<file path="src/hw/rtl/point_pair_heading_elevation_distance_top_defines.svh">
// Assertion macros for the point pair heading, elevation and distance block.
// Included by the modules that carry concurrent checks; needs nothing else.
`ifndef POINT_PAIR_HEADING_ELEVATION_DISTANCE_TOP_DEFINES_SVH
`define POINT_PAIR_HEADING_ELEVATION_DISTANCE_TOP_DEFINES_SVH

// Same-cycle implication, masked during reset.
`define PPHED_ASSERT(lbl, clk, rstn, ante, cons, msg) \
  lbl: assert property (@(posedge clk) disable iff (!rstn) (ante) |-> (cons)) \
    else $error(msg);

// Next-cycle implication, masked during reset.
`define PPHED_ASSERT_NEXT(lbl, clk, rstn, ante, cons, msg) \
  lbl: assert property (@(posedge clk) disable iff (!rstn) (ante) |=> (cons)) \
    else $error(msg);

`endif

</file>
<file path="src/hw/rtl/pphed_fifo.sv">
// First-word fall-through queue in flip-flops, used on both sides of the back end.
// Needs the assertion macro header.
`default_nettype none
`include "point_pair_heading_elevation_distance_top_defines.svh"

module pphed_fifo #(
  parameter int DEPTH = 4,
  parameter int W     = 8
) (
  input  logic         clk_i,
  input  logic         rst_ni,
  input  logic         push_i,
  input  logic [W-1:0] data_i,
  output logic         full_o,
  input  logic         pop_i,
  output logic [W-1:0] data_o,
  output logic         empty_o
);
  localparam int AW = $clog2(DEPTH);
  localparam int CW = $clog2(DEPTH + 1);

  logic [W-1:0]  mem_q [DEPTH];
  logic [AW-1:0] wptr_q, wptr_d, rptr_q, rptr_d;
  logic [CW-1:0] cnt_q, cnt_d;
  logic          do_push, do_pop;

  assign full_o  = (cnt_q == CW'(DEPTH));
  assign empty_o = (cnt_q == '0);
  assign do_push = push_i && !full_o;
  assign do_pop  = pop_i && !empty_o;
  assign data_o  = mem_q[rptr_q];

  always_comb begin
    wptr_d = wptr_q;
    rptr_d = rptr_q;
    cnt_d  = cnt_q;
    if (do_push) begin
      wptr_d = (wptr_q == AW'(DEPTH - 1)) ? '0 : wptr_q + 1'b1;
    end
    if (do_pop) begin
      rptr_d = (rptr_q == AW'(DEPTH - 1)) ? '0 : rptr_q + 1'b1;
    end
    if (do_push && !do_pop) begin
      cnt_d = cnt_q + 1'b1;
    end else if (do_pop && !do_push) begin
      cnt_d = cnt_q - 1'b1;
    end
  end

  always_ff @(posedge clk_i or negedge rst_ni) begin
    if (!rst_ni) begin
      wptr_q <= '0;
      rptr_q <= '0;
      cnt_q  <= '0;
    end else begin
      wptr_q <= wptr_d;
      rptr_q <= rptr_d;
      cnt_q  <= cnt_d;
    end
  end

  always_ff @(posedge clk_i) begin
    if (do_push) begin
      mem_q[wptr_q] <= data_i;
    end
  end

  `PPHED_ASSERT(a_full_not_empty, clk_i, rst_ni, full_o, !empty_o, "queue full and empty")
  `PPHED_ASSERT_NEXT(a_push_fills, clk_i, rst_ni, do_push, !empty_o, "beat lost on push")
  `PPHED_ASSERT_NEXT(a_last_pop, clk_i, rst_ni, do_pop && !push_i && (cnt_q == CW'(1)), empty_o, "queue not drained")

endmodule

`default_nettype wire

</file>
<file path="config.mk">
export PLATFORM = sky130hd
export DESIGN_NAME = pphed_fifo
export DESIGN_NICKNAME = d
export VERILOG_FILES = /design/src/hw/rtl/pphed_fifo.sv
export VERILOG_INCLUDE_DIRS = /design/src /design/src/hw/rtl
export SDC_FILE = /design/constraint.sdc
export NUM_CORES = 1
export LEC_CHECK = 0
export ABC_AREA = 1
export ABC_CLOCK_PERIOD_IN_PS = 1800
export BUFFER_PORTS_ARGS = -buffer_cell sky130_fd_sc_hd__buf_4
export CAP_MARGIN = 20
export CORE_MARGIN = 8
export CORE_UTILIZATION = 45
export DETAILED_ROUTE_END_ITERATION = 6
export PLACE_DENSITY = 0.77
export SLEW_MARGIN = 20
export SYNTH_ARGS = -nofsm -noshare
export SYNTH_HDL_FRONTEND = slang
export SYNTH_SLANG_ARGS = --single-unit
</file>
<file path="constraint.sdc">
create_clock -name clk_i -period 1.8 [get_ports clk_i]
set_clock_uncertainty 0.15 [all_clocks]
set_input_delay 0.09 -clock clk_i [delete_from_list [all_inputs] [get_ports clk_i]]
set_output_delay 0.09 -clock clk_i [all_outputs]
set_load 0.02 [all_outputs]
</file>
==> results of run 1 <==
==> worst register-to-register path, cell delays in order, from the launching register on <==
cell and delay (ns):
sky130_fd_sc_hd__dfrtp_1 0.40, sky130_fd_sc_hd__inv_2 0.11, sky130_fd_sc_hd__nand3_4 0.10, sky130_fd_sc_hd__nand2_4 0.09, sky130_fd_sc_hd__ha_4 0.15, sky130_fd_sc_hd__inv_4 0.04
sky130_fd_sc_hd__fa_2 0.36, sky130_fd_sc_hd__nand2_2 0.08, sky130_fd_sc_hd__nand3_1 0.09, sky130_fd_sc_hd__nand2_1 0.06, sky130_fd_sc_hd__nand2_1 0.05
==> flip-flops by register name, indices dropped and copies added, names as in the netlist <==
signal and cells:
mem_q 32, cnt_q 3, rptr_q 2, wptr_q 2
==> cells by family (layout without fill, tap and decap cells) <==
kind of cell             Yosys count  after routing  share of synthesized area [%]
buffers and inverters             37             95                           10.0
AO/OA/AOI/OAI                     17             17                           7.40
flip-flops                        39             39                           64.6
XOR/XNOR                           1              1                          0.498
adder cells (fa/ha/maj)            7              7                           5.41
AND/OR/NAND/NOR                   53             53                           12.1
==> power by group through the flow <==
stage	Sequential [uW]	Combinational [uW]	Clock (uW)
CTS	1310	1710	733
floorplan	1320	1050	0
detailed placement	1330	1580	0
finish	1320	1820	725
global placement	1310	1500	0
global route	1340	2000	766
==> per-stage QoR <==
stage                     util (%)  setup slack, ns
after floorplan                  -          0.00121
after global placement        54.4           0.0706
after detailed placement      54.4          -0.0931
after CTS                     62.5          0.00725
after global routing          63.8          -0.0904
final                         63.8           0.0192
==> per-layer routing <==
layer	part of all wire (%)	vias to the layer above	global-route usage (%)
met5	0	-	0
met4	3.3	0	6.11
met3	4.1	12	3.76
met2	53	28	21.6
met1	39	596	12.8
li1	-	618	-
==> synth_stat cells <==
cell type                  instances
sky130_fd_sc_hd__nor2_1            6
sky130_fd_sc_hd__nand2_2           1
sky130_fd_sc_hd__o21ai_0           1
sky130_fd_sc_hd__dfrtp_1           7
sky130_fd_sc_hd__inv_1            31
sky130_fd_sc_hd__xnor2_1           1
sky130_fd_sc_hd__fa_1              1
sky130_fd_sc_hd__nand4_1           1
sky130_fd_sc_hd__nand3_1           7
sky130_fd_sc_hd__edfxtp_1         32
sky130_fd_sc_hd__buf_6             5
sky130_fd_sc_hd__o211ai_2          1
sky130_fd_sc_hd__nand2_1          38
sky130_fd_sc_hd__inv_2             1
sky130_fd_sc_hd__o211ai_1         15
sky130_fd_sc_hd__ha_1              6
==> area by class of cell <==
class | instances | area (um2) | share of cell area (%)
clock buffer | 5 | 68.8 | 2.90
timing repair buffer | 55 | 447 | 18.8
clock inverter | 3 | 43.8 | 1.85
multi-input combinational | 78 | 492 | 20.7
tap | 48 | 60.1 | 2.53
inverter | 32 | 123 | 5.17
sequential | 39 | 1140 | 47.9
==> worst paths after layout <==
kind | from | to | slack, ns | cells past startpoint
worst max-delay path | cnt_q[1] | cnt_q[2] | 0.02 | 10
worst min-delay path | data_i[5] | mem_q[0][5] | 0.38 | 2
worst max register to register | cnt_q[1] | cnt_q[2] | 0.02 | 10
worst min register to register | cnt_q[2] | cnt_q[2] | 0.41 | 2
max in group asynchronous | rst_ni | rptr_q[0] | 0.63 | 3
min in group asynchronous | rst_ni | cnt_q[0] | 0.61 | 3
==> what timing repair did <==
action	CTS	global route
setup endpoints to repair	2	4
resized for setup	6	9
pin swaps	2	7
hold buffers	12	0
endpoints found under the hold margin	43	0
buffers inserted	7	3
==> run metrics, run 1 <==
result of the run=finished, final reports clean; Ant. Diodes=0; arrival time at the worst endpoint=1.82 ns; leakage power of the design=0.00107 uW; share of the synthesized area in the top cell type=54.6%; Antenna Violating Nets Remaining=0; category of the worst setup path launch point=register; combined area of all synthesized cells=1760 um2; number of core rows=22; Die X=78.5 um; worst skew pair latency=0.30 ns; Clk pwr share=18.8%; Port-buffer cells=21; number of DRC violations after detailed-routing iteration 0=102; area of the placeable core=3720 um2; Total Die Area=6170 um2; slew at the pin closest to its max-slew limit=0.365 ns; kind of cell with the highest combined delay on the critical path=adder cells; number of vias per cell after detailed routing=4.82; number of fillers in the final layout=264; global routing usage summed across all routing layers=12.2%; setup-violating endpoint count in the final report=0; largest cells by area after synthesis=sky130_fd_sc_hd__edfxtp_1 (55%), sky130_fd_sc_hd__dfrtp_1 (10%), sky130_fd_sc_hd__nand2_1 (8.1%); Yosys reg bits=39; Area after DPL=2020 um2; Ports=22; normalized max-slew margin=75.6%; first-pass GRT wire length=5810 um; RSZ-0062 raised after global routing=true; Buf/Inv on CP=2; Critical Path Most Common Cell=sky130_fd_sc_hd__nand2_1; total wire length=3660 um; post-synthesis cell type with the largest combined area=sky130_fd_sc_hd__edfxtp_1; clock period minus final worst setup slack=1.78 ns; TritonCTS clock tree=done; number of remaining DRC errors=0; Post-Syn Nets=173; antenna violations before repair=0; slowest library cell on the worst path=sky130_fd_sc_hd__dfrtp_1; post-CTS clock slew at the launch and capture registers of the worst setup and hold paths=0.08 ns; Yosys warning count=0; Area Overhead vs Synth=34.7%; clock sink total=39; cell-by-cell listing of the critical path=inv_2 -> nand3_4 -> nand2_4 -> ha_4 -> inv_4 -> fa_2 -> nand2_2 -> nand3_1 -> nand2_1 -> nand2_1; portion of total power attributed to sequential cells=34.1%; DR WL/cell=14.1 um; DP HPWL=2380 um; layout net count=230; switching power=1460 uW; starting utilization of the core area=47.3%; commonest cells after routing, fill and taps aside=sky130_fd_sc_hd__buf_4 (42), sky130_fd_sc_hd__nand2_1 (35), sky130_fd_sc_hd__edfxtp_1 (32); most common cell after layout, fill and taps aside=sky130_fd_sc_hd__buf_4; endpoint type of the worst setup path=register; Worst Path Max Fanout=3; largest net degree at the start of global routing=36; H-tree Lvls=2; weighted congestion at the end of routability-driven global placement=0.721; number of max-cap violations=0; power density normalized to cell area=1630 nW/um2; Layout Cell Area excl Fill=2370 um2; number of global-route vias before repair=1233; Mapped Cells=154; number of buffers created by CTS=5; remaining global-route overflow=0; fraction of power consumed by combinational cells=47.1%; number of vias in the routed layout=1254; highest clock rate=562 MHz; Post-Layout Cell Count=260; Int Pwr=2400 uW; Distinct cells, synth=16; Sw Ratio=37.8%; required time of the critical path=1.84 ns; crit path kind=reg2reg; placed insts=231; post-synthesis average cell area=11.4 um2; worst slack on hold paths=0.380 ns; fraction of layout instances using a drive strength above 1=30.7%; post-route total power=3860 uW; Fin Setup TNS=0 ns; die height=78.5 um; worst ir drop on vdd=0.000764 V; Detailed Routing Iterations Pass 1=4; kind of path behind the tightest hold check=in2reg; maximum clock insertion buffer count=2; clock tree root driver cell=sky130_fd_sc_hd__clkbuf_8; Worst path max stage delay=0.40 ns; final period utilization=98.9%; sequential element share of the synthesized area=64.6%; Final Hold Viols=0; count of final max-slew check failures=0
Power figures use the tool's default switching activity.
==> inputs of run 2 (changes only) <==
Settings changed: REMOVE_ABC_BUFFERS set to 1.
==> run metrics, run 2 (same netlist as run 1, synthesis figures left out) <==
register bank with the most flops=mem_q (unchanged); maximum clock insertion buffer count=2 (unchanged); number of vias per cell after detailed routing=4.68 (was 4.82); Worst path max stage delay=0.42 ns (was 0.40 ns); Ports=22 (unchanged); die height=78.5 um (unchanged); max reg flops=32 (unchanged); crit path kind=reg2reg (unchanged); number of vias in the routed layout=1212 (was 1254); Total Die Area=6170 um2 (unchanged); top flop regs=mem_q: 32 flops, cnt_q: 3 flops (unchanged); starting utilization of the core area=47.3% (unchanged); number of global-route vias before repair=1249 (was 1233); cell-by-cell listing of the critical path=inv_2 -> nand3_2 -> nand2_2 -> inv_2 -> ha_4 -> inv_4 -> fa_2 -> nand2_1 -> o21ai_1 (was inv_2 -> nand3_4 -> nand2_4 -> ha_4 -> inv_4 -> fa_2 -> nand2_2 -> nand3_1 -> nand2_1 -> nand2_1); first-pass GRT wire length=5450 um (was 5810 um); final period utilization=97.6% (was 98.9%); Port-buffer cells=21 (unchanged); Antenna Violating Nets Remaining=0 (unchanged); count of final max-slew check failures=0 (unchanged); portion of total power attributed to sequential cells=33.8% (was 34.1%); Die X=78.5 um (unchanged); worst slack on hold paths=0.397 ns (was 0.380 ns); clock sink total=39 (unchanged); minimum setup slack among reg-to-reg paths=0.04 ns (was 0.02 ns); capture point of the worst reg-to-reg path=cnt_q[1] (was cnt_q[2]); endpoint type of the worst setup path=register (unchanged); Clk pwr share=21.1% (was 18.8%); DP HPWL=2210 um (was 2380 um); Sw Ratio=35.5% (was 37.8%); number of max-cap violations=0 (unchanged); leakage power of the design=0.00107 uW (about the same); total wire length=3340 um (was 3660 um); Ant. Diodes=0 (unchanged); origin of the worst setup path=cnt_q[1] (unchanged); number of core rows=22 (unchanged); remaining global-route overflow=0 (unchanged); number of buffers created by CTS=5 (unchanged); Area Overhead vs Synth=36.1% (was 34.7%); Fin Setup TNS=0 ns (unchanged); number of DRC violations after detailed-routing iteration 0=75 (was 102); H-tree Lvls=2 (unchanged); post-CTS clock slew at the launch and capture registers of the worst setup and hold paths=0.07 ns (was 0.08 ns); fraction of layout instances using a drive strength above 1=30.3% (was 30.7%); RSZ-0062 raised after global routing=true (unchanged); kind of cell with the highest combined delay on the critical path=adder cells (unchanged); area of the placeable core=3720 um2 (unchanged); fraction of power consumed by combinational cells=45.1% (was 47.1%); Final Hold Viols=0 (unchanged); clock tree root driver cell=sky130_fd_sc_hd__clkbuf_8 (unchanged); weighted congestion at the end of routability-driven global placement=0.730 (was 0.721); category of the worst setup path launch point=register (unchanged); switching power=1400 uW (was 1460 uW); highest clock rate=569 MHz (was 562 MHz); worst skew pair latency=0.28 ns (was 0.30 ns); RR Startpoint=cnt_q[1] (unchanged); result of the run=finished, final reports clean (unchanged); layout net count=229 (was 230); timing endpoint of the critical path=cnt_q[1] (was cnt_q[2]); Worst R2R Path Depth=9 (was 10); Worst Path Max Fanout=3 (unchanged); commonest cells after routing, fill and taps aside=sky130_fd_sc_hd__buf_4 (39), sky130_fd_sc_hd__nand2_1 (33), sky130_fd_sc_hd__edfxtp_1 (32) (was sky130_fd_sc_hd__buf_4 (42), sky130_fd_sc_hd__nand2_1 (35), sky130_fd_sc_hd__edfxtp_1 (32)); Int Pwr=2550 uW (was 2400 uW); number of stages on the worst setup path=9 (was 10); slew at the pin closest to its max-slew limit=0.293 ns (was 0.365 ns); normalized max-slew margin=80.4% (was 75.6%); most common cell after layout, fill and taps aside=sky130_fd_sc_hd__buf_4 (unchanged); kind of path behind the tightest hold check=in2reg (unchanged); number of remaining DRC errors=0 (unchanged); largest net degree at the start of global routing=33 (was 36); global routing usage summed across all routing layers=11.0% (was 12.2%); TritonCTS clock tree=done (unchanged); setup-violating endpoint count in the final report=0 (unchanged); worst ir drop on vdd=0.000833 V (was 0.000764 V); Buf/Inv on CP=3 (was 2); power density normalized to cell area=1650 nW/um2 (was 1630 nW/um2); DR WL/cell=12.9 um (was 14.1 um); slowest library cell on the worst path=sky130_fd_sc_hd__fa_2 (was sky130_fd_sc_hd__dfrtp_1); required time of the critical path=1.82 ns (was 1.84 ns); Critical Path Most Common Cell=sky130_fd_sc_hd__inv_2 (was sky130_fd_sc_hd__nand2_1); clock period minus final worst setup slack=1.76 ns (was 1.78 ns); Detailed Routing Iterations Pass 1=4 (unchanged); arrival time at the worst endpoint=1.78 ns (was 1.82 ns); antenna violations before repair=0 (unchanged)
## run 2: cell types whose count changed in the layout (fill, tap and decap cells not counted)
cell	change
sky130_fd_sc_hd__buf_4	-3
sky130_fd_sc_hd__buf_6	+1
sky130_fd_sc_hd__bufinv_16	+1
sky130_fd_sc_hd__clkbuf_1	+1
sky130_fd_sc_hd__clkinv_2	-1
sky130_fd_sc_hd__clkinv_4	-1
sky130_fd_sc_hd__dlygate4sd3_1	+1
sky130_fd_sc_hd__nand2_1	-2
sky130_fd_sc_hd__nand2_2	+2
## run 2: power groups by stage
stage	combinational, uW	clock (uW)	sequential, uW
after floorplan	833	0	1400
after global placement	1460	0	1320
after detailed placement	1530	0	1340
after CTS	1680	845	1320
after global routing	1970	875	1350
final	1780	833	1330
## run 2: timing repair
action | in CTS | in global routing
pin swaps | 1 | 5
resized for setup | 8 | 12
setup buffers | 8 | 2
endpoints found under the setup margin | 2 | 8
hold buffers | 13 | 0
gates cloned | 0 | 0
endpoints found under the hold margin | 43 | 0
## run 2: worst reg2reg max path, delay by kind of cell, from the launching register on
kind | cells | cell delay (ns)
flip-flops | 1 | 0.41
AO/OA/AOI/OAI | 1 | 0.06
AND/OR/NAND/NOR | 3 | 0.23
adder cells (fa/ha/maj) | 2 | 0.58
buffers and inverters | 3 | 0.22
## run 2: layer usage
metal / global-route usage (%) / routed length (um) / up-vias / share of wire [%]
li1: - / - / 616 / -
met1: 11.4 / 1400 / 566 / 42
met3: 4.33 / 161 / 6 / 4.8
met5: 0 / 0 / - / 0
met4: 3.89 / 46 / 0 / 1.4
met2: 19.7 / 1730 / 24 / 52
## run 2: layout make-up
class / count / area (um2)
Sequential cell: 39 / 1140
Multi-Input combinational cell: 78 / 497
Timing Repair Buffer: 54 / 445
Clock buffer: 6 / 72.6
Tap cell: 48 / 60.1
Fill cell: 281 / 1320
Clock inverter: 2 / 60.1
Inverter: 32 / 123
## run 2: metrics by stage
step                std cells  power (uW)  utilization, %  area [um2]  setup slack, ns
finish                    259        3940            64.4        2390           0.0429
global route              259        4200            64.4        2390          -0.0138
CTS                       258        3850            63.1        2340          0.00653
detailed placement        229        2870            53.9        2000          -0.0507
global placement          229        2780            53.9        2000           0.0459
floorplan                 149        2230               -        1700          -0.0431
## run 2: how the worst min path moves through the flow
stage / cells after the start / end / startpoint / slack, ns
2_1_floorplan: 0 / cnt_q[0] / rst_ni / -0.36
3_3_place_gp: 1 / wptr_q[0] / rst_ni / -0.25
3_5_place_dp: 1 / wptr_q[0] / rst_ni / -0.24
4_1_cts: 2 / rptr_q[0] / rptr_q[0] / 0.39
5_1_grt: 2 / mem_q[1][3] / data_i[3] / 0.40
6_report: 2 / mem_q[1][3] / data_i[3] / 0.40
